==> config.mk <==
export PLATFORM = sky130hd
export DESIGN_NAME = sabfs_front
export DESIGN_NICKNAME = d
export VERILOG_FILES = /design/src/rtl/core/slot_allocator_bump_free_stack_defines.svh /design/src/rtl/core/sabfs_pkg.sv /design/src/rtl/core/sabfs_front.sv
export SDC_FILE = /design/constraint.sdc
export NUM_CORES = 1
export LEC_CHECK = 0
export ABC_AREA = 0
export ABC_CLOCK_PERIOD_IN_PS = 8400
export BUFFER_PORTS_ARGS = -buffer_cell sky130_fd_sc_hd__buf_2
export CAP_MARGIN = 20
export CELL_PAD_IN_SITES_DETAIL_PLACEMENT = 1
export CELL_PAD_IN_SITES_GLOBAL_PLACEMENT = 2
export CORE_ASPECT_RATIO = 0.7
export CORE_MARGIN = 3
export CORE_UTILIZATION = 24
export DETAILED_ROUTE_END_ITERATION = 8
export PLACE_DENSITY = 0.92
export SLEW_MARGIN = 20
export SYNTH_ARGS = -nofsm -noshare
export SYNTH_HDL_FRONTEND = slang
export SYNTH_SLANG_ARGS = --single-unit
==> constraint.sdc <==
create_clock -name vclk -period 8.4
set_input_delay 0.42 -clock vclk [all_inputs]
set_output_delay 0.42 -clock vclk [all_outputs]
set_load 0.01 [all_outputs]
==> src/rtl/core/slot_allocator_bump_free_stack_defines.svh <==
// Assertion macros shared by the slot allocator RTL.
// Included by modules that carry concurrent assertions; no other dependencies.
`ifndef SLOT_ALLOCATOR_BUMP_FREE_STACK_DEFINES_SVH
`define SLOT_ALLOCATOR_BUMP_FREE_STACK_DEFINES_SVH

// expression must hold at every clock edge out of reset
`define SABFS_ASSERT_HOLDS(label, clk, rst_n, expr, msg) \
    label: assert property (@(posedge clk) disable iff (!rst_n) (expr)) else $error(msg);

// consequent must hold in the same cycle as the antecedent
`define SABFS_ASSERT_IMPLIES(label, clk, rst_n, ante, cons, msg) \
    label: assert property (@(posedge clk) disable iff (!rst_n) (ante) |-> (cons)) \
        else $error(msg);

`endif

==> src/rtl/core/sabfs_pkg.sv <==
// Types and constants for the slot allocator (bump pointer plus free stack).
// No dependencies; imported by every module of the block except sabfs_ram.
`timescale 1ns / 1ps

package sabfs_pkg;

    localparam int MAX_SLOTS   = 1024;
    localparam int FREE_DEPTH  = 1024;
    localparam int QUEUE_DEPTH = 2;

    localparam int IDX_W     = 10;
    localparam int CAP_W     = 11;
    localparam int SUM_W     = CAP_W + 1;
    localparam int STACK_AW  = $clog2(FREE_DEPTH);
    localparam int STACK_CW  = $clog2(FREE_DEPTH + 1);
    localparam int S_TDATA_W = 24;
    localparam int S_TUSER_W = 2;
    localparam int M_TDATA_W = 16;
    localparam int M_TUSER_W = 3;
    localparam int PADDR_W   = 3;

    localparam logic [CAP_W-1:0] CAP_RESET = CAP_W'(1024);
    localparam logic [CAP_W-1:0] CAP_LIMIT = CAP_W'(MAX_SLOTS);

    typedef enum logic [0:0] {
        REG_HEAP_CAPACITY = 1'b0
    } t_reg;

    typedef enum logic [1:0] {
        ACT_ALLOC_ONE = 2'd0,
        ACT_ALLOC_RUN = 2'd1,
        ACT_FREE_ONE  = 2'd2,
        ACT_FREE_RUN  = 2'd3
    } t_action;

    typedef enum logic [2:0] {
        ST_OK       = 3'd0,
        ST_FULL     = 3'd1,
        ST_EMPTY    = 3'd2,
        ST_RANGE    = 3'd3,
        ST_OVERFLOW = 3'd4
    } t_status;

    typedef enum logic [2:0] {
        K_ALLOC_ONE,
        K_ALLOC_RUN,
        K_PUSH,
        K_EMPTY,
        K_RANGE
    } t_kind;

    typedef enum logic [1:0] {
        S_IDLE,
        S_READ,
        S_PUSH,
        S_HOLD
    } t_state;

    typedef struct packed {
        t_kind              kind;
        logic [IDX_W-1:0]   start;
        logic [CAP_W-1:0]   count;
    } t_cmd;

    typedef struct packed {
        logic [1:0]         pad;
        logic [CAP_W-1:0]   slot_count;
        logic               handle_valid;
        logic [IDX_W-1:0]   slot_index;
    } t_s_data;

    typedef struct packed {
        logic [M_TDATA_W-IDX_W-1:0] pad;
        logic [IDX_W-1:0]           granted_index;
    } t_m_data;

endpackage

==> src/rtl/core/sabfs_front.sv <==
// Front end: takes input items and classifies them into back-end commands.
// Depends on sabfs_pkg.
`timescale 1ns / 1ps

module sabfs_front
    import sabfs_pkg::*;
(
    input  logic                 i_s_tvalid,
    output logic                 o_s_tready,
    input  logic [S_TDATA_W-1:0] i_s_tdata,
    input  logic [S_TUSER_W-1:0] i_s_tuser,
    input  logic [CAP_W-1:0]     i_cap,
    input  logic                 i_full,
    output logic                 o_push,
    output t_cmd                 o_cmd
);

    t_s_data          data;
    t_action          action;
    logic [CAP_W-1:0] push_count;
    logic [SUM_W-1:0] run_end;
    logic             out_of_range;

    always_comb begin
        data         = t_s_data'(i_s_tdata);
        action       = t_action'(i_s_tuser);
        push_count   = (action == ACT_FREE_ONE) ? CAP_W'(1) : data.slot_count;
        run_end      = SUM_W'(data.slot_index) + SUM_W'(push_count);
        out_of_range = run_end > SUM_W'(i_cap);

        o_cmd.start = data.slot_index;
        o_cmd.count = push_count;
        case (action)
            ACT_ALLOC_ONE: begin
                o_cmd.kind = K_ALLOC_ONE;
            end
            ACT_ALLOC_RUN: begin
                o_cmd.kind = (data.slot_count == '0) ? K_EMPTY : K_ALLOC_RUN;
            end
            ACT_FREE_ONE, ACT_FREE_RUN: begin
                if (!data.handle_valid || push_count == '0) begin
                    o_cmd.kind = K_EMPTY;
                end else if (out_of_range) begin
                    o_cmd.kind = K_RANGE;
                end else begin
                    o_cmd.kind = K_PUSH;
                end
            end
            default: begin
                o_cmd.kind = K_EMPTY;
            end
        endcase
    end

    assign o_s_tready = !i_full;
    assign o_push     = i_s_tvalid && !i_full;

endmodule

# After elaboration in Yosys (flattened, before gate mapping)
# Index checks and enable logic that the tools add are counted.
word_totals:
  output_inout_bits: 26
  reg_bits: 0
  in_bits: 39
  wordCells: 18
classes:
  magnitude_cmp: 1
  n_addsub: 1
  n_mux: 5
  eq_ne: 3
  reduce_logical: 8
ops:
  columns: ["cell", "n"]
  rows:
  - ["$logic_not A11 Y1", 2]
  - ["$add A10 B11 Y12", 1]
  - ["$gt A12 B11 Y1", 1]
  - ["$mux W11", 1]
  - ["$pmux W3 S3", 1]
  - ["$mux W3", 2]
  - ["$eq A2 B2 Y1 const B", 2]
  - ["$eq A2 B1 Y1 const B", 1]
  - ["$logic_not A1 Y1", 2]
  - ["$logic_not A2 Y1", 1]
  - ["$mux W2", 1]
  - ["$reduce_or A2 Y1", 1]
  - ["$logic_and A1 B1 Y1", 1]
  - ["$logic_or A1 B1 Y1", 1]

# Longest topological paths before layout
# Gate-level depths: netlist of the first run.
logic_depth:
  word_depth: 7
  depth_mapped: 16
  mapped_depth_nobuf: 15

# Least setup slack after synthesis of the first run
# No wires, ideal clock.
synth_path:
  path_kind: "input to output"
  from: "input port i_s_tuser[0]"
  to: "output port o_cmd[22] in the netlist's numbering"
  arrival_time_ns: 3.368
  slack_ns: 4.612
  path_stages: 16
  n_path_buf: 1
  path_cell_list: "nand2b_1 > clkbuf_1 > nand2b_1 > ha_1 > fa_1 > a21oi_1 > o2111ai_2 > a31oi_1 > o21ai_1 > xnor2_1 > ha_1 > nand3_2 > or3_1 > o21ai_2 > nor2_2 > a221oi_2"
synth_rtl:
  columns: ["element", "line_no", "text"]
  rows:
  - ["start, declared", "sabfs_front.sv:11", "input logic [S_TUSER_W-1:0] i_s_tuser,"]
  - ["end, declared", "sabfs_front.sv:15", "output t_cmd o_cmd"]

==> results_dict.tcl, run 1 <==
set metrics [dict create \
    routed_wl_um 3280 \
    place_ws_ns 4.04 \
    start_util 0.254 \
    die-area_um2 5090 \
    place_hpwl_um 3090 \
    setup_viol 0 \
    seq_cells 0 \
    drt-initial-drc-count 31 \
    synthCells 136 \
    peakVddDrop_v 0.0000295 \
    grt_usage 0.124 \
    crit_type "input pin to primary output" \
    grt_util_met1 0.182 \
    yosys_warnings 0 \
    cts_setup_buffers 0 \
    core_um2 4020 \
    endpoint_kind "primary output" \
    crit_path_max_fanout 11 \
    syn_to_final_growth_pct 29.5 \
    cts_hold_buffers 0 \
    dr.pass1.iters 2 \
    register_area_um2 0 \
    crit_path_start "i_s_tuser[0]" \
    drc 0 \
    rsz0062_at_grt "false" \
    grt_pass1_vias 1149 \
    met2_usage 0.215 \
    syn_area_um2 1020 \
    cp_slowest_cell "fa_1" \
    synth_cell_types 39 \
    syn_avg_cell_area_um2 7.52 \
    min_period_over_period 0.512 \
    required_ns 7.98 \
    hp-class "input pin to primary output" \
    fin_tns_setup_ns 0 \
    clkbuf_count 0 \
    fillers 514 \
    place_congestion 0.840 \
    fin_crit_ns 4.30 \
    fin_ws_ns 4.10 \
    relSlewSlack 0.763 \
    fmax_mhz 233 \
    vias 1141 \
    rows 19 \
    final_max_slew_viol_count 0 \
    worst_path_largest_cell_delay_ns 0.40 \
    grt_busiest_layer "met2" \
    die_width_um 84.0 \
    portBuffers 63 \
    worst_pin_slew_ns 0.355 \
    overflow 0 \
    yosysSeqAreaShare 0 \
    drive_gt1_frac 0.420 \
    p_total_uw 110 \
    synth_nets 197 \
    drv_cap 0 \
    nets 251 \
    hold_path_startpoint "i_s_tdata[4]" \
    fp.dieH_um 60.6 \
    critPathArrivalTime_ns 3.88 \
    hold_viol_final 0 \
    ant_nets 0 \
    viasPerCell 4.75 \
    ios 65 \
    wl_per_cell_um 13.7 \
    leakage_uw 0.000700 \
    antenna_found_initial 0 \
    grt_pass1_wl_um 5250 \
    grt_util_met3 0.00950 \
    grt_max_degree 12 \
    antennaDiodeCount 0 \
    run_status "completed" \
    cts.repair.resized 0 \
    worstPathCellList "buf_2, nand2b_1, nand2b_1, ha_1, fa_1, a21oi_1, o2111ai_2, a31oi_1, o21ai_1, xnor2_1, ha_1, nand3_2, or3_1, o21ai_2, nor2_2, a221oi_2, buf_2" \
    power_density_nw_per_um2 83.2 \
    critical_path.startpoint_type "input pin" \
]
-- placed cells by master (no fill, tap or decap), drive strengths merged, types with 3 or more instances in the layout --
cell type,count
a21oi,8
and2,9
buf,63
ha,21
inv,19
nand2,6
nand3,8
nor2,8
nor2b,3
nor3,6
o2111ai,4
o21ai,3
xnor2,7
-- logic make-up (layout without fill, tap and decap cells) --
kind of cell | Yosys count | after routing | synth area share
buf+inv | 30 | 82 | 0.147
xor+xnor | 9 | 9 | 0.0771
compound gates | 27 | 27 | 0.211
fa+ha+maj | 22 | 22 | 0.277
simple gates | 48 | 48 | 0.289
-- cell type report --
cell class | instances | area, um2 | share of cell area
inverter | 19 | 71.3 | 0.0539
multi-input combinational | 106 | 872 | 0.659
tap | 52 | 65.1 | 0.0491
timing repair buffer | 63 | 315 | 0.238
-- synthesized netlist by cell type (all sizes together) --
master | number | area, um2
o2111ai | 4 | 53.8
a221oi | 1 | 15.0
xor2 | 2 | 17.5
nand4 | 2 | 12.5
nor2b | 3 | 18.8
and2 | 9 | 56.3
nand2b | 2 | 12.5
a21o | 2 | 16.3
nand3 | 8 | 60.1
nor2 | 8 | 32.5
o21bai | 1 | 7.51
o21ai | 3 | 18.8
a31o | 1 | 8.76
a22oi | 1 | 7.51
nor3 | 6 | 40.0
or3 | 1 | 6.26
nor4b | 1 | 15.0
inv | 19 | 71.3
o21a | 1 | 7.51
fa | 1 | 20.0
buf | 10 | 75.1
nor4 | 2 | 18.8
clkbuf | 1 | 3.75
o221ai | 1 | 8.76
xnor2 | 7 | 61.3
a31oi | 2 | 12.5
a21oi | 8 | 43.8
nand2 | 6 | 22.5
o211ai | 2 | 15.0
ha | 21 | 263
-- worst max-delay path: cells and delay by family --
family / cells / cell delay [ns]
AO/OA/AOI/OAI: 6 / 1.09
AND/OR/NAND/NOR: 5 / 0.97
adder cells (fa/ha/maj): 3 / 0.97
buffers and inverters: 2 / 0.29
XOR/XNOR: 1 / 0.13
-- stage by stage --
stage | utilization | instance area, um2 | hold slack (ns) | std cells
floorplan | - | 1020 | 0.884 | 136
global placement | 0.329 | 1320 | 1.05 | 240
detailed placement | 0.329 | 1320 | 1.05 | 240
CTS | 0.329 | 1320 | 1.05 | 240
global route | 0.329 | 1320 | 1.06 | 240
finish | 0.329 | 1320 | 1.05 | 240
-- routing by layer --
metal	up-vias	wire length, um
met5	-	0
met3	0	154
met4	0	0
met1	533	1650
li1	577	-
met2	31	1480
-- power breakdown --
part | internal [uW] | switching, uW | total, uW
Clock | 0 | 0 | 0
Sequential | 0 | 0 | 0
Combinational | 49.3 | 60.8 | 110
Total | 49.3 | 60.8 | 110
-- worst paths after layout --
check / end / slack [ns] / cells after the start
worst max-delay path: o_cmd[22] / 4.10 / 17
worst min-delay path: o_cmd[15] / 1.05 / 2
(Power assumes the default switching activity.)
==> run 2, diff against run 1 <==
ABC_AREA = 1   (was 0)
ABC_CLOCK_PERIOD_IN_PS = 4100   (was 8400)
CORE_UTILIZATION = 21   (was 24)
PLACE_DENSITY = 0.88   (was 0.92)
clock period = 4.1 ns   (was 8.4 ns; I/O delays follow)
==> run 2 against run 1 <==
  * Worst setup slack worse by 3.4 ns
  * Sequential cell count did not move
  * Critical path depth grew 5
  * Die area up 14%
  * Synthesized area increased by 0.49%
  * Clock-buffer cell count stayed put
  * Non-clock buffer count unchanged
  * Cell area grew 1.4%
  * Final cell count is 20% higher
  * Critical path type unchanged
  * Critical endpoint unchanged
==> results_dict.tcl, run 2 <==
set metrics [dict create \
    power_density_nw_per_um2 160 \
    overflow 0 \
    leakage_uw 0.000859 \
    yosys_warnings 0 \
    grt_pass1_wl_um 5260 \
    drc 0 \
    routed_wl_um 3120 \
    rsz0062_at_grt "false" \
    synth_top_area_share 0.256 \
    synthCells 169 \
    peakVddDrop_v 0.0000423 \
    critical_path.startpoint_type "input pin" \
    hold_viol_final 0 \
    drt-initial-drc-count 14 \
    start_util 0.227 \
    fmax_mhz 295 \
    vias 1168 \
    ios 65 \
    relSlewSlack 0.657 \
    place_area_um2 1340 \
    final_cells 287 \
    setup_viol 0 \
    viasPerCell 4.07 \
    crit_path_max_fanout 11 \
    ant_nets 0 \
    dpl.cell_count 287 \
    nets 284 \
    synthTopCellsByCount "inv_1, nand2_1, ha_1" \
    die-area_um2 5780 \
    syn_area_um2 1030 \
    fp.dieH_um 64.5 \
    fin_area_um2 1340 \
    fin_crit_ns 3.39 \
    min_period_over_period 0.827 \
    critPathArrivalTime_ns 3.19 \
    yosysSeqAreaShare 0 \
    drv_cap 0 \
    wl_per_cell_um 10.9 \
    run_status "completed" \
    hp-class "input pin to primary output" \
    core_um2 4530 \
    portBuffers 63 \
    syn_to_final_growth_pct 30.7 \
    grt_pass1_vias 1216 \
    fin_tns_setup_ns 0 \
    synthMostInstantiatedCell "inv_1" \
    crit_type "input pin to primary output" \
    cts_setup_buffers 0 \
    register_area_um2 0 \
    hold_path_depth 2 \
    required_ns 3.89 \
    place_hpwl_um 2940 \
    die_width_um 89.6 \
    hold_path_startpoint "i_s_tdata[3]" \
    layout_common_cells "buf_2, inv_1, nand2_1" \
    whs_endpoint "o_cmd[14]" \
    grt_usage 0.110 \
    antenna_found_initial 0 \
    synth_cell_types 24 \
    yosys-top-cells-area "ha_1, inv_1, nand2_1, buf_4, nor2_1" \
    syn_avg_cell_area_um2 6.08 \
    synth_nets 230 \
    cts_hold_buffers 0 \
    dr.pass1.iters 4 \
    grt_max_degree 12 \
    layout_commonest_cell "buf_2" \
    drive_gt1_frac 0.353 \
    clkbuf_count 0 \
    worst_pin_slew_ns 0.514 \
    antennaDiodeCount 0 \
    final_max_slew_viol_count 0 \
    seq_cells 0 \
    cts.repair.resized 0 \
    place_congestion 0.752 \
    synth_top_cell_by_area "ha_1" \
    endpoint_kind "primary output" \
    rows 20 \
]
==> run 2: changes by cell type in the layout (fill, tap and decap cells not counted), moves of 9 or more <==
cell	change
nor2_1	+11
and2_1	-9
inv_1	+18
nand2_1	+26
==> run 2: worst max-delay path: stages <==
cell     delay [ns]
buf_2          0.11
inv_1          0.05
nor2_2         0.40
nor2_1         0.17
ha_1           0.38
a21oi_1        0.20
nand2_2        0.10
nand4_2        0.08
nand2_2        0.07
xor2_1         0.21
ha_1           0.29
a21o_1         0.18
nor2_1         0.10
nand2_1        0.06
nand2_1        0.05
nand2_1        0.05
nand2_1        0.05
nand2_1        0.04
nand2_1        0.08
nand2_1        0.07
a21oi_2        0.10
buf_2          0.13
==> run 2: stage by stage <==
stage	worst slack (ns)	power [uW]	hold slack, ns	util
floorplan	1.33	152	0.454	-
global placement	0.758	210	0.617	0.296
detailed placement	0.694	218	0.619	0.296
CTS	0.699	220	0.619	0.296
global route	0.382	249	0.628	0.296
finish	0.709	215	0.614	0.296
==> run 2: how the worst max path moves through the flow <==
stage           endpoint    startpoint  slack, ns  cells after the start
2_1_floorplan  o_cmd[22]  i_s_tuser[1]       1.33                     21
3_3_place_gp   o_cmd[22]  i_s_tuser[1]       0.76                     22
3_5_place_dp   o_cmd[22]  i_s_tuser[1]       0.69                     22
4_1_cts        o_cmd[22]  i_s_tuser[1]       0.70                     22
5_1_grt        o_cmd[23]  i_s_tuser[1]       0.38                     21
6_report       o_cmd[22]  i_s_tuser[1]       0.71                     22
==> run 2: area by class of cell <==
| class | instances | area [um2] |
|---|---|---|
| Fill cell | 620 | 3190 |
| Inverter | 38 | 143 |
| Multi-Input combinational cell | 120 | 802 |
| Tap cell | 66 | 82.6 |
| Timing Repair Buffer | 63 | 315 |
==> run 2: cells by family (layout without fill, tap and decap cells) <==
logic type / Yosys count / after routing / share of synthesized area
adder cells (fa/ha/maj): 22 / 22 / 0.275
buffers and inverters: 49 / 101 / 0.219
AO/OA/AOI/OAI: 20 / 20 / 0.123
XOR/XNOR: 9 / 9 / 0.0767
AND/OR/NAND/NOR: 69 / 69 / 0.306
==> run 2: layer usage <==
layer | wire (um) | vias to the layer above | part of all wire | global-route usage
met5 | 0 | - | 0 | 0
met4 | 0 | 0 | 0 | 0
met3 | 257 | 0 | 0.082 | 0.00889
met2 | 1150 | 49 | 0.37 | 0.160
met1 | 1720 | 495 | 0.55 | 0.180
li1 | - | 624 | - | -
==> run 2: power breakdown <==
group / leakage [uW] / total [uW] / internal, uW / switching (uW)
Combinational: 0.000859 / 215 / 89.8 / 125
Sequential: 0 / 0 / 0 / 0
Clock: 0 / 0 / 0 / 0
Total: 0.000859 / 215 / 89.8 / 125
