## src/rtl/core/slot_allocator_bump_free_stack_defines.svh

```systemverilog
// Assertion macros shared by the slot allocator RTL.
// Included by modules that carry concurrent assertions; no other dependencies.
`ifndef SLOT_ALLOCATOR_BUMP_FREE_STACK_DEFINES_SVH
`define SLOT_ALLOCATOR_BUMP_FREE_STACK_DEFINES_SVH

// expression must hold at every clock edge out of reset
`define SABFS_ASSERT_HOLDS(label, clk, rst_n, expr, msg) \
    label: assert property (@(posedge clk) disable iff (!rst_n) (expr)) else $error(msg);

// consequent must hold in the same cycle as the antecedent
`define SABFS_ASSERT_IMPLIES(label, clk, rst_n, ante, cons, msg) \
    label: assert property (@(posedge clk) disable iff (!rst_n) (ante) |-> (cons)) \
        else $error(msg);

`endif

```

## src/rtl/core/sabfs_pkg.sv

```systemverilog
// Types and constants for the slot allocator (bump pointer plus free stack).
// No dependencies; imported by every module of the block except sabfs_ram.
`timescale 1ns / 1ps

package sabfs_pkg;

    localparam int MAX_SLOTS   = 1024;
    localparam int FREE_DEPTH  = 1024;
    localparam int QUEUE_DEPTH = 2;

    localparam int IDX_W     = 10;
    localparam int CAP_W     = 11;
    localparam int SUM_W     = CAP_W + 1;
    localparam int STACK_AW  = $clog2(FREE_DEPTH);
    localparam int STACK_CW  = $clog2(FREE_DEPTH + 1);
    localparam int S_TDATA_W = 24;
    localparam int S_TUSER_W = 2;
    localparam int M_TDATA_W = 16;
    localparam int M_TUSER_W = 3;
    localparam int PADDR_W   = 3;

    localparam logic [CAP_W-1:0] CAP_RESET = CAP_W'(1024);
    localparam logic [CAP_W-1:0] CAP_LIMIT = CAP_W'(MAX_SLOTS);

    typedef enum logic [0:0] {
        REG_HEAP_CAPACITY = 1'b0
    } t_reg;

    typedef enum logic [1:0] {
        ACT_ALLOC_ONE = 2'd0,
        ACT_ALLOC_RUN = 2'd1,
        ACT_FREE_ONE  = 2'd2,
        ACT_FREE_RUN  = 2'd3
    } t_action;

    typedef enum logic [2:0] {
        ST_OK       = 3'd0,
        ST_FULL     = 3'd1,
        ST_EMPTY    = 3'd2,
        ST_RANGE    = 3'd3,
        ST_OVERFLOW = 3'd4
    } t_status;

    typedef enum logic [2:0] {
        K_ALLOC_ONE,
        K_ALLOC_RUN,
        K_PUSH,
        K_EMPTY,
        K_RANGE
    } t_kind;

    typedef enum logic [1:0] {
        S_IDLE,
        S_READ,
        S_PUSH,
        S_HOLD
    } t_state;

    typedef struct packed {
        t_kind              kind;
        logic [IDX_W-1:0]   start;
        logic [CAP_W-1:0]   count;
    } t_cmd;

    typedef struct packed {
        logic [1:0]         pad;
        logic [CAP_W-1:0]   slot_count;
        logic               handle_valid;
        logic [IDX_W-1:0]   slot_index;
    } t_s_data;

    typedef struct packed {
        logic [M_TDATA_W-IDX_W-1:0] pad;
        logic [IDX_W-1:0]           granted_index;
    } t_m_data;

endpackage

```

## src/rtl/core/sabfs_queue.sv

```systemverilog
// Short command queue between the front end and the back end.
// Depends on sabfs_pkg and the assertion macro header.
`timescale 1ns / 1ps
`include "slot_allocator_bump_free_stack_defines.svh"

module sabfs_queue
    import sabfs_pkg::*;
(
    input  logic i_clk,
    input  logic i_rst_n,
    input  logic i_push,
    input  t_cmd i_cmd,
    output logic o_full,
    output logic o_valid,
    output t_cmd o_cmd,
    input  logic i_pop
);

    localparam int QA_W = $clog2(QUEUE_DEPTH);
    localparam int QF_W = $clog2(QUEUE_DEPTH + 1);

    t_cmd            r_mem [QUEUE_DEPTH];
    logic [QA_W-1:0] r_wr;
    logic [QA_W-1:0] r_rd;
    logic [QF_W-1:0] r_fill;
    logic [QA_W-1:0] n_wr;
    logic [QA_W-1:0] n_rd;
    logic [QF_W-1:0] n_fill;

    always_comb begin
        n_wr   = r_wr;
        n_rd   = r_rd;
        n_fill = r_fill;
        if (i_push) begin
            n_wr = (r_wr == QA_W'(QUEUE_DEPTH - 1)) ? '0 : r_wr + QA_W'(1);
        end
        if (i_pop) begin
            n_rd = (r_rd == QA_W'(QUEUE_DEPTH - 1)) ? '0 : r_rd + QA_W'(1);
        end
        if (i_push && !i_pop) begin
            n_fill = r_fill + QF_W'(1);
        end else if (!i_push && i_pop) begin
            n_fill = r_fill - QF_W'(1);
        end
    end

    always_ff @(posedge i_clk) begin
        if (!i_rst_n) begin
            r_wr   <= '0;
            r_rd   <= '0;
            r_fill <= '0;
        end else begin
            r_wr   <= n_wr;
            r_rd   <= n_rd;
            r_fill <= n_fill;
        end
    end

    always_ff @(posedge i_clk) begin
        if (i_push) begin
            r_mem[r_wr] <= i_cmd;
        end
    end

    assign o_full  = (r_fill == QF_W'(QUEUE_DEPTH));
    assign o_valid = (r_fill != '0);
    assign o_cmd   = r_mem[r_rd];

    `SABFS_ASSERT_IMPLIES(a_no_push_full, i_clk, i_rst_n, i_push, !o_full, "push into full queue")
    `SABFS_ASSERT_IMPLIES(a_no_pop_empty, i_clk, i_rst_n, i_pop, o_valid, "pop from empty queue")
    `SABFS_ASSERT_HOLDS(a_fill_bound, i_clk, i_rst_n, r_fill <= QF_W'(QUEUE_DEPTH), "queue overfilled")

endmodule

```

## config.mk

```make
export PLATFORM = sky130hd
export DESIGN_NAME = sabfs_queue
export DESIGN_NICKNAME = d
export VERILOG_FILES = /design/src/rtl/core/sabfs_pkg.sv /design/src/rtl/core/sabfs_queue.sv
export VERILOG_INCLUDE_DIRS = /design/src /design/src/rtl/core
export SDC_FILE = /design/constraint.sdc
export NUM_CORES = 1
export LEC_CHECK = 0
export ABC_AREA = 1
export BUFFER_PORTS_ARGS = -buffer_cell sky130_fd_sc_hd__buf_2
export CAP_MARGIN = 20
export CORE_ASPECT_RATIO = 0.8
export CORE_MARGIN = 2
export CORE_UTILIZATION = 45
export DETAILED_ROUTE_END_ITERATION = 6
export GPL_TIMING_DRIVEN = 0
export PLACE_DENSITY = 0.72
export RECOVER_POWER = 100
export SYNTH_ARGS = -nofsm -noshare
export SYNTH_HDL_FRONTEND = slang
export SYNTH_SLANG_ARGS = --single-unit
```

## constraint.sdc

```tcl
create_clock -name i_clk -period 5.1 [get_ports i_clk]
set_input_delay 1.02 -clock i_clk [delete_from_list [all_inputs] [get_ports i_clk]]
set_output_delay 1.02 -clock i_clk [all_outputs]
set_load 0.02 [all_outputs]
```

# Yosys cells after proc, flatten, opt, wreduce, memory -nomap -nowiden
# Memories as Yosys holds them, arrays and structs flattened. A register that Yosys moved wholly into a read port is not among the register bits.
# Cells that the tools add are included.
word_totals:
  latchBits: 0
  ram_bits: 48
  rom_bits: 0
  reg_bits: 4
  wordCells: 23
  in_bits: 28
  memories: 1
mem_list:
  columns: ["name", "depth", "width", "rd", "rd_ports_with_merged_regs", "wr", "line", "text"]
  rows:
  - ["r_mem", 2, 24, 1, 1, 1, "sabfs_queue.sv:22", "t_cmd r_mem [QUEUE_DEPTH];"]
classes:
  n_div: 0
  n_reduce_logical: 6
  n_lt_le_gt_ge: 0
  n_shift: 0
  mux: 8
  multipliers: 0
  n_addsub: 4
  bitwise_logic: 0
  n_eq_ne: 1
ops:
  columns: ["cell", "count"]
  rows:
  - ["$mux W1", 6]
  - ["$mux W2", 2]
  - ["$reduce_bool A2 Y1", 2]
  - ["$add A1 B1 Y1 const B", 2]
  - ["$add A2 B1 Y2 const B", 1]
  - ["$eq A2 B2 Y1 const B", 1]
  - ["$logic_and A1 B1 Y1", 2]
  - ["$logic_not A1 Y1", 2]
  - ["$sub A2 B1 Y2 const B", 1]

# Depth between registers and ports, before layout
# Gate-level depths: netlist of the first run.
depth:
  ltp_word: 4
  ltp_mapped: 8
  mapped_depth_nobuf: 8

# Worst setup path before layout of the first run
# Ideal clock, no wire load.
synth_timing:
  path_type: "in2reg"
  startpoint: "input port i_push"
  endpoint: "memory r_mem[0][0] (netlist bit) (enable)"
  arrival_time_ps: 2075
  setup_time_ps: 405
  path_slack_ps: 2619
  required_time_ps: 4695
  cell_stages: 2
  path_cell_list: "inv_1 > nor2_1"
synth_via:
  elab_chain_len: 2
synth_rtl:
  columns: ["element", "line", "text"]
  rows:
  - ["start, declared", "sabfs_queue.sv:11", "input logic i_push,"]
  - ["$mux W1", "sabfs_queue.sv:60", "if (i_push) begin"]
  - ["$mux W1 (not written as such)", "sabfs_queue.sv:61", "r_mem[r_wr] <= i_cmd;"]
  - ["end, declared", "sabfs_queue.sv:22", null]
# Every way passes these cells.

==> out/metrics.cfg, run 1 <==
[timing]
fmaxAchievable_ghz = 0.3403
fin_worst_skew_ns = 0.007090
post-route-period-util = 0.5762
finalSetupViolations = 0
min_period_ns = 2.938
tightest_slew_ns = 1.143
hold_viol_final = 0
rsz0062_at_grt = false
maxSlewViolCount = 0
max-slew-margin-rel = 0.2353
fin_setup_tns_ns = 0

[route]
first_pass_iters = 4
ant_nets = 0
drc = 0
wl_per_cell_um = 14.41
drt_iter0_drc = 41
postRouteWirelength_um = 3328
vias = 1080
vias_per_cell = 4.675

[layout]
diodes = 0
multiInputGateArea_um2 = 375.4
regArea_um2 = 1541
fillers = 421
drive_gt1_frac = 0.3041
final_nets = 200
syn2layout_area_growth_pct = 15.63

[floorplan]
fp.dieH_um = 64.60
die_x_um = 79.75
start_util = 0.4576
io-pin-count = 54
core_um2 = 4514
row_count = 22
fp.dieArea_um2 = 5152

[synth]
synthDistinctLibCells = 14
synth_area_leader_cell = edfxtp_1
synth-edff-count = 48
syn-instance-count = 110
ys_top_cells_by_count = edfxtp_1 (48), mux2_4 (20), nand2_1 (9)
synth_most_common_cell = edfxtp_1
synthTopCellsByArea = edfxtp_1 (70%), mux2_4 (15%), dfxtp_1 (4.8%)
synth_top_area_share = 0.6978
syn-cell-area_um2 = 2066
syn_avg_cell_area_um2 = 18.78
yosys_warnings = 0
synth_ff_type = edfxtp_1
synth-seq-cells = 53
synth_nets = 139
seq_area_frac_synth = 0.7462
async_reset_ff_frac = 0

[critical_path]
required_ns = 4.08
worst-setup-path-type = register to primary output
worstSetupStartpointType = register
critPathArrivalTime_ns = 1.92
worstPathMaxFanout = 10
end_kind = primary output

[power]
p_leak_nw = 0.9178
cellPowerDensity_nw_per_um2 = 366.2
ir_drop_uv = 238.6
total_power_w = 0.0008748

[cts]
cts_buffer_depth = 2
clkTransAtPathRegs_ns = 0.08
clock_latency_ns = 0.30
htree_levels = 2
clock-sinks = 53
cts_tree = built
ctsResizeCount = 0
cts_setup_buffers = 0
numCtsBuffers = 5
hold_buffers = 0
root_buffer = clkbuf_8

[hold_path]
hold_class = register to register

[global_routing]
grt_max_degree = 25
grtUsageTotal = 0.1346
grt_overflow = 0
grt_pass1_wl_um = 5092
first_global_vias = 1115
grt_antenna_before_repair = 0

[placed_design]
dp_hpwl_um = 2378
place.port_buffers = 53
gp_congestion = 0.6535

[run]
drv_cap = 0

[outcome]
status = finished, final reports clean

==> final cells by class <==
cell class,instances,area share
Clock buffer,5,0.02881
Tap cell,60,0.03143
Buffer,3,0.004715
Timing Repair Buffer,54,0.1053
Clock inverter,2,0.01467
Inverter,8,0.01257
Multi-Input combinational cell,46,0.1572
Sequential cell,53,0.6454
==> stage by stage <==
step | area (um^2) | hold slack [ns] | util | worst slack, ns | std cells
after global placement | 2406 | 0.4782 | 0.5330 | 1.961 | 223
after floorplan | 2066 | 0.4635 | - | 2.619 | 110
after CTS | 2527 | 0.5300 | 0.5599 | 2.690 | 231
after global routing | 2389 | 0.5581 | 0.5291 | 2.019 | 231
final | 2389 | 0.5328 | 0.5291 | 2.162 | 231
after detailed placement | 2424 | 0.4971 | 0.5369 | 2.731 | 224
==> report_power, final <==
group	total (W)	switching [W]	internal [W]
Clock	0.000265	0.000122	0.000143
Sequential	0.000506	0.00000627	0.000500
Combinational	0.000104	0.0000664	0.0000371
Total	0.000875	0.000195	0.000680
==> path summary, 6_finish.rpt <==
path	from	endpoint	slack (ns)	cells past startpoint
min	r_rd	register	0.53	2
min reg2reg	r_rd	register	0.53	2
max	register	o_cmd[8]	2.16	4
max reg2reg	r_wr	r_mem[0][15]	2.88	2
==> metal layers <==
layer	wire length, um	vias up	track usage
met5	0	-	0
met4	19	0	0.04449
met3	217	3	0.04039
met2	1714	36	0.2447
met1	1376	522	0.1510
li1	-	519	-
==> worst max-delay path, cell delays in order, from the launching register on <==
cell and delay (ns):
dfxtp_1 0.31, clkbuf_1 0.24, clkbuf_1 0.51, mux2_1 0.39
buf_2 0.17
==> state kept, by name (all words and copies together), names as in the netlist, named ones only <==
signal,count
r_rd,1
r_fill,2
r_mem,48
r_wr,1
==> cells by family (layout without fill, tap and decap cells) <==
| logic type | after synthesis | in the layout | synth area share |
|---|---|---|---|
| AND/OR/NAND/NOR | 19 | 19 | 0.03634 |
| buffers and inverters | 11 | 72 | 0.03937 |
| multiplexers | 24 | 24 | 0.1672 |
| flip-flops | 53 | 53 | 0.7462 |
| adder cells (fa/ha/maj) | 1 | 1 | 0.006056 |
| AO/OA/AOI/OAI | 2 | 2 | 0.004841 |
==> layout by cell type (no fill, tap or decap) <==
cell,count
edfxtp_1,48
mux2_4,2
nand2_1,9
clkinv_2,1
buf_2,39
a21oi_1,1
nand4_1,1
mux2_2,4
nor2_1,8
o21ai_0,1
bufinv_16,1
clkbuf_8,5
dfxtp_1,5
mux2_1,18
ha_1,1
clkbuf_1,18
nand3_1,1
inv_1,8
(Power assumes the default switching activity.)
==> inputs of run 2 (changes only) <==
Clock period 5.1 ns to 3 ns, I/O delays scaled along.
==> run 2 against run 1 <==
  * Combinational power rose by 94%
  * Wire length fell by 1.1%
  * Flip-flop and latch count did not move
  * Global-route usage did not move
  * Worst hold slack got worse by 0.043 ns
  * Highest routed layer unchanged
==> out/metrics.cfg, run 2 (synthesis gave the netlist of run 1 again) <==
[critical_path]
path_buf_inv = 3
critPathArrivalTime_ns = 1.65
crit_chain = clkbuf_1 > buf_12 > mux2_4 > clkbuf_1
crit_top_cell = clkbuf_1
end_kind = primary output
required_ns = 2.40
worstSetupStartpointType = register
cpPeakStageDelay_ns = 0.36
reg2reg_from = r_wr
slowest_stage = clkbuf_1
worst-setup-path-type = register to primary output
cpLargestDelayFamily = buffers and inverters
worstPathMaxFanout = 10

[power]
ir_drop_uv = 406.4
power.switching_w = 0.0003370
p_sw_frac = 0.2225
pwr-share-clk = 0.297
power.internal_w = 0.001178
cellPowerDensity_nw_per_um2 = 611.4
p_leak_nw = 0.9543
p_seq_frac = 0.569
p_comb_frac = 0.134

[placed_design]
pre_cts_slack_ns = 1.051
gp_congestion = 0.6535
place.port_buffers = 53
dp_hpwl_um = 2378

[timing]
finalSetupViolations = 0
fmaxAchievable_ghz = 0.4445
max-slew-margin-rel = 0.1732
maxSlewViolCount = 0
min_period_ns = 2.250
setup_slack_ns = 0.7503
hold_viol_final = 0
post-route-period-util = 0.7499
fin_worst_skew_ns = 0.005572
rsz0062_at_grt = false
fin_setup_tns_ns = 0
tightest_slew_ns = 1.236

[route]
drt_iter0_drc = 43
drc = 0
vias = 1074
postRouteWirelength_um = 3291
first_pass_iters = 4
vias_per_cell = 4.649
ant_nets = 0
wl_per_cell_um = 14.25

[global_routing]
grt_antenna_before_repair = 0
grtUsageTotal = 0.1346
grt_overflow = 0
grt_pass1_wl_um = 5092
grt_max_degree = 25
first_global_vias = 1115

[floorplan]
fp.dieArea_um2 = 5152
core_um2 = 4514
fp.dieH_um = 64.60
start_util = 0.4576
die_x_um = 79.75
row_count = 22
io-pin-count = 54

[cts]
cts_setup_buffers = 0
cts_tree = built
cts_buffer_depth = 2
htree_levels = 2
clock-sinks = 53
root_buffer = clkbuf_8
hold_buffers = 0
clock_latency_ns = 0.30
clkTransAtPathRegs_ns = 0.09
ctsResizeCount = 0
numCtsBuffers = 5

[layout]
drive_gt1_frac = 0.3216
fillers = 400
top_register = r_mem
diodes = 0
final_nets = 200
largestRegisters = r_mem: 48 flops, r_fill: 2 flops
multiInputGateArea_um2 = 442.9
syn2layout_area_growth_pct = 19.93
regArea_um2 = 1541
largest_reg_flops = 48
layout_commonest_cell = edfxtp_1
most-common-layout-cells = edfxtp_1 (48), clkbuf_1 (33), buf_2 (21)

[run]
drv_cap = 0

[outcome]
status = finished, final reports clean

[hold_path]
min_from = i_cmd[22]
hold_class = primary input to register

[run 2: changes by cell type in the layout (fill, tap and decap cells not counted)]
cell      change
mux2_1       -18
buf_2        -18
clkbuf_1     +15
buf_12        +2
buf_8         +1
mux2_4       +18
[run 2: layout make-up]
type,instances,share of cell area
clock buffers,5,0.02778
repair buffers,54,0.09697
plain buffers,3,0.01768
well taps,60,0.03030
clock inverters,2,0.01414
flip-flops and latches,53,0.6222
inverters,8,0.01212
multi-input cells,46,0.1788
[run 2: final timing paths]
| kind | slack [ns] | cells after the start | endpoint |
|---|---|---|---|
| min reg2reg | 0.54 | 2 | register |
| max | 0.75 | 4 | o_cmd[8] |
| max reg2reg | 1.18 | 2 | r_mem[0][0] |
| min | 0.49 | 1 | r_mem[0][22] |
[run 2: per-stage QoR]
step	util	cell area, um^2	hold WS [ns]	std cells	total power (W)
finish	0.5488	2477	0.4899	231	0.001515
global route	0.5488	2477	0.4702	231	0.001586
CTS	0.5599	2527	0.4799	231	0.001544
detailed placement	0.5369	2424	0.4971	224	0.001097
global placement	0.5330	2406	0.4782	223	0.001080
floorplan	-	2066	0.4635	110	0.001020
[run 2: power by group through the flow]
| stage | Clock, W | Combinational (W) | Sequential, W |
|---|---|---|---|
| 4_1_cts | 0.000464 | 0.000217 | 0.000863 |
| 2_1_floorplan | 0 | 0.000144 | 0.000875 |
| 3_3_place_gp | 0 | 0.000204 | 0.000877 |
| 6_report | 0.000450 | 0.000202 | 0.000862 |
| 3_5_place_dp | 0 | 0.000217 | 0.000880 |
| 5_1_grt | 0.000502 | 0.000219 | 0.000865 |
[run 2: metal layers]
| metal | GRT usage | wire length, um | up-vias |
|---|---|---|---|
| li1 | - | - | 519 |
| met2 | 0.2447 | 1697 | 34 |
| met1 | 0.1510 | 1355 | 518 |
| met5 | 0 | 0 | - |
| met3 | 0.04039 | 218 | 3 |
| met4 | 0.04449 | 19 | 0 |
==> inputs of run 3 (changes only) <==
Settings changed: PLACE_DENSITY 0.72 to 0.74.
Clock period 3 ns to 2 ns, I/O delays scaled along.
==> run 3 against run 2 <==
  * Flip-flop and latch count did not move
  * Design area fell by 1.1%
  * Largest power group unchanged
  * Die area did not move
  * Sequential power rose by 50%
  * Combinational power rose by 50%
  * Highest routed layer unchanged
  * Final cell count rose by 0.43%
==> out/metrics.cfg, run 3 (synthesis gave the netlist of run 1 again) <==
[outcome]
status = finished, final reports clean

[floorplan]
core_um2 = 4514
die_x_um = 79.75
io-pin-count = 54
row_count = 22
start_util = 0.4576
fp.dieArea_um2 = 5152
fp.dieH_um = 64.60

[critical_path]
required_ns = 1.60
end_kind = primary output
reg2reg_from = r_wr
r2r_cells = 2
r2r_setup_slack_ns = 0.38
r2r-end = r_mem[0][7]
critPathArrivalTime_ns = 1.39
worstSetupStartpointType = register
worstPathMaxFanout = 10
worst-setup-path-type = register to primary output

[timing]
hold_viol_final = 0
post-route-period-util = 0.8956
whs_ns = 0.2889
maxSlewViolCount = 0
finalSetupViolations = 0
min_period_ns = 1.791
fin_setup_tns_ns = 0
setup_slack_ns = 0.2088
rsz0062_at_grt = false
tightest_slew_ns = 0.9769
fin_worst_skew_ns = 0.007076
max-slew-margin-rel = 0.3464
fmaxAchievable_ghz = 0.5583

[cts]
cts_buffer_depth = 2
numCtsBuffers = 5
clock_latency_ns = 0.29
cts_setup_buffers = 0
hold_buffers = 0
clkTransAtPathRegs_ns = 0.08
cts_tree = built
htree_levels = 2
ctsResizeCount = 0
clock-sinks = 53
root_buffer = clkbuf_8

[power]
p_leak_nw = 0.9199
ir_drop_uv = 494.3
total_power_w = 0.002150
cellPowerDensity_nw_per_um2 = 877.7

[route]
wl_per_cell_um = 14.20
vias = 1068
postRouteWirelength_um = 3294
first_pass_iters = 3
drt_iter0_drc = 54
ant_nets = 0
drc = 0
vias_per_cell = 4.603

[layout]
final_nets = 200
most-common-layout-cells = edfxtp_1 (48), clkbuf_1 (44), mux2_4 (20)
fillers = 400
layout_commonest_cell = edfxtp_1
largest_reg_flops = 48
top_register = r_mem
drive_gt1_frac = 0.2616
syn2layout_area_growth_pct = 18.59
diodes = 0
regArea_um2 = 1541
multiInputGateArea_um2 = 442.9
largestRegisters = r_mem: 48 flops, r_fill: 2 flops

[run]
drv_cap = 0

[hold_path]
hold_class = primary input to register
min_from = i_cmd[12]
holdPathEnd = r_mem[1][12]
whs_path_depth = 1

[global_routing]
grt_max_degree = 25
first_global_vias = 1083
grt_overflow = 0
grt_pass1_wl_um = 5126
grtUsageTotal = 0.1370
grt_antenna_before_repair = 0

[placed_design]
place.port_buffers = 53
gp_congestion = 0.6854
pre_cts_slack_ns = 0.2693
dp_hpwl_um = 2342

## run 3: how the worst max path moves through the flow
stage / startpoint / to / slack, ns
after global routing: register / o_cmd[14] / 0.16
after global placement: i_push / r_mem[0][3] / -0.51
final: register / o_cmd[16] / 0.21
after detailed placement: i_push / r_mem[1][5] / 0.27
after floorplan: i_push / r_mem[0][0] / 0.14
after CTS: register / o_cmd[16] / 0.20
## run 3: per-stage QoR
stage            util  cell area [um^2]  instances
2_1_floorplan       -              2066        110
3_3_place_gp   0.5330              2406        223
3_5_place_dp   0.5369              2424        224
4_1_cts        0.5549              2505        232
5_1_grt        0.5427              2450        232
6_report       0.5427              2450        232
## run 3: per-layer routing
metal / vias up / track usage / part of all wire
met2: 35 / 0.2353 / 0.50
met4: 0 / 0.06356 / 0.015
met1: 506 / 0.1620 / 0.43
met5: - / 0 / 0
met3: 5 / 0.03482 / 0.056
li1: 522 / - / -
## run 3: layout make-up
cell class | count | area share
flip-flops and latches | 53 | 0.6292
multi-input cells | 46 | 0.1808
repair buffers | 54 | 0.09295
clock buffers | 7 | 0.03115
well taps | 60 | 0.03064
plain buffers | 3 | 0.02094
inverters | 8 | 0.01226
clock inverters | 1 | 0.002043
## run 3: critical path, cell delays in order, from the launching register on
cell	delay (ns)
dfxtp_1	0.33
buf_6	0.14
buf_12	0.15
mux2_4	0.30
clkbuf_1	0.17
## run 3: where the power goes
part / internal, W / switching, W
Sequential: 0.00127 / 0.0000179
Combinational: 0.000128 / 0.000176
Clock: 0.000246 / 0.000308
Total: 0.00165 / 0.000502
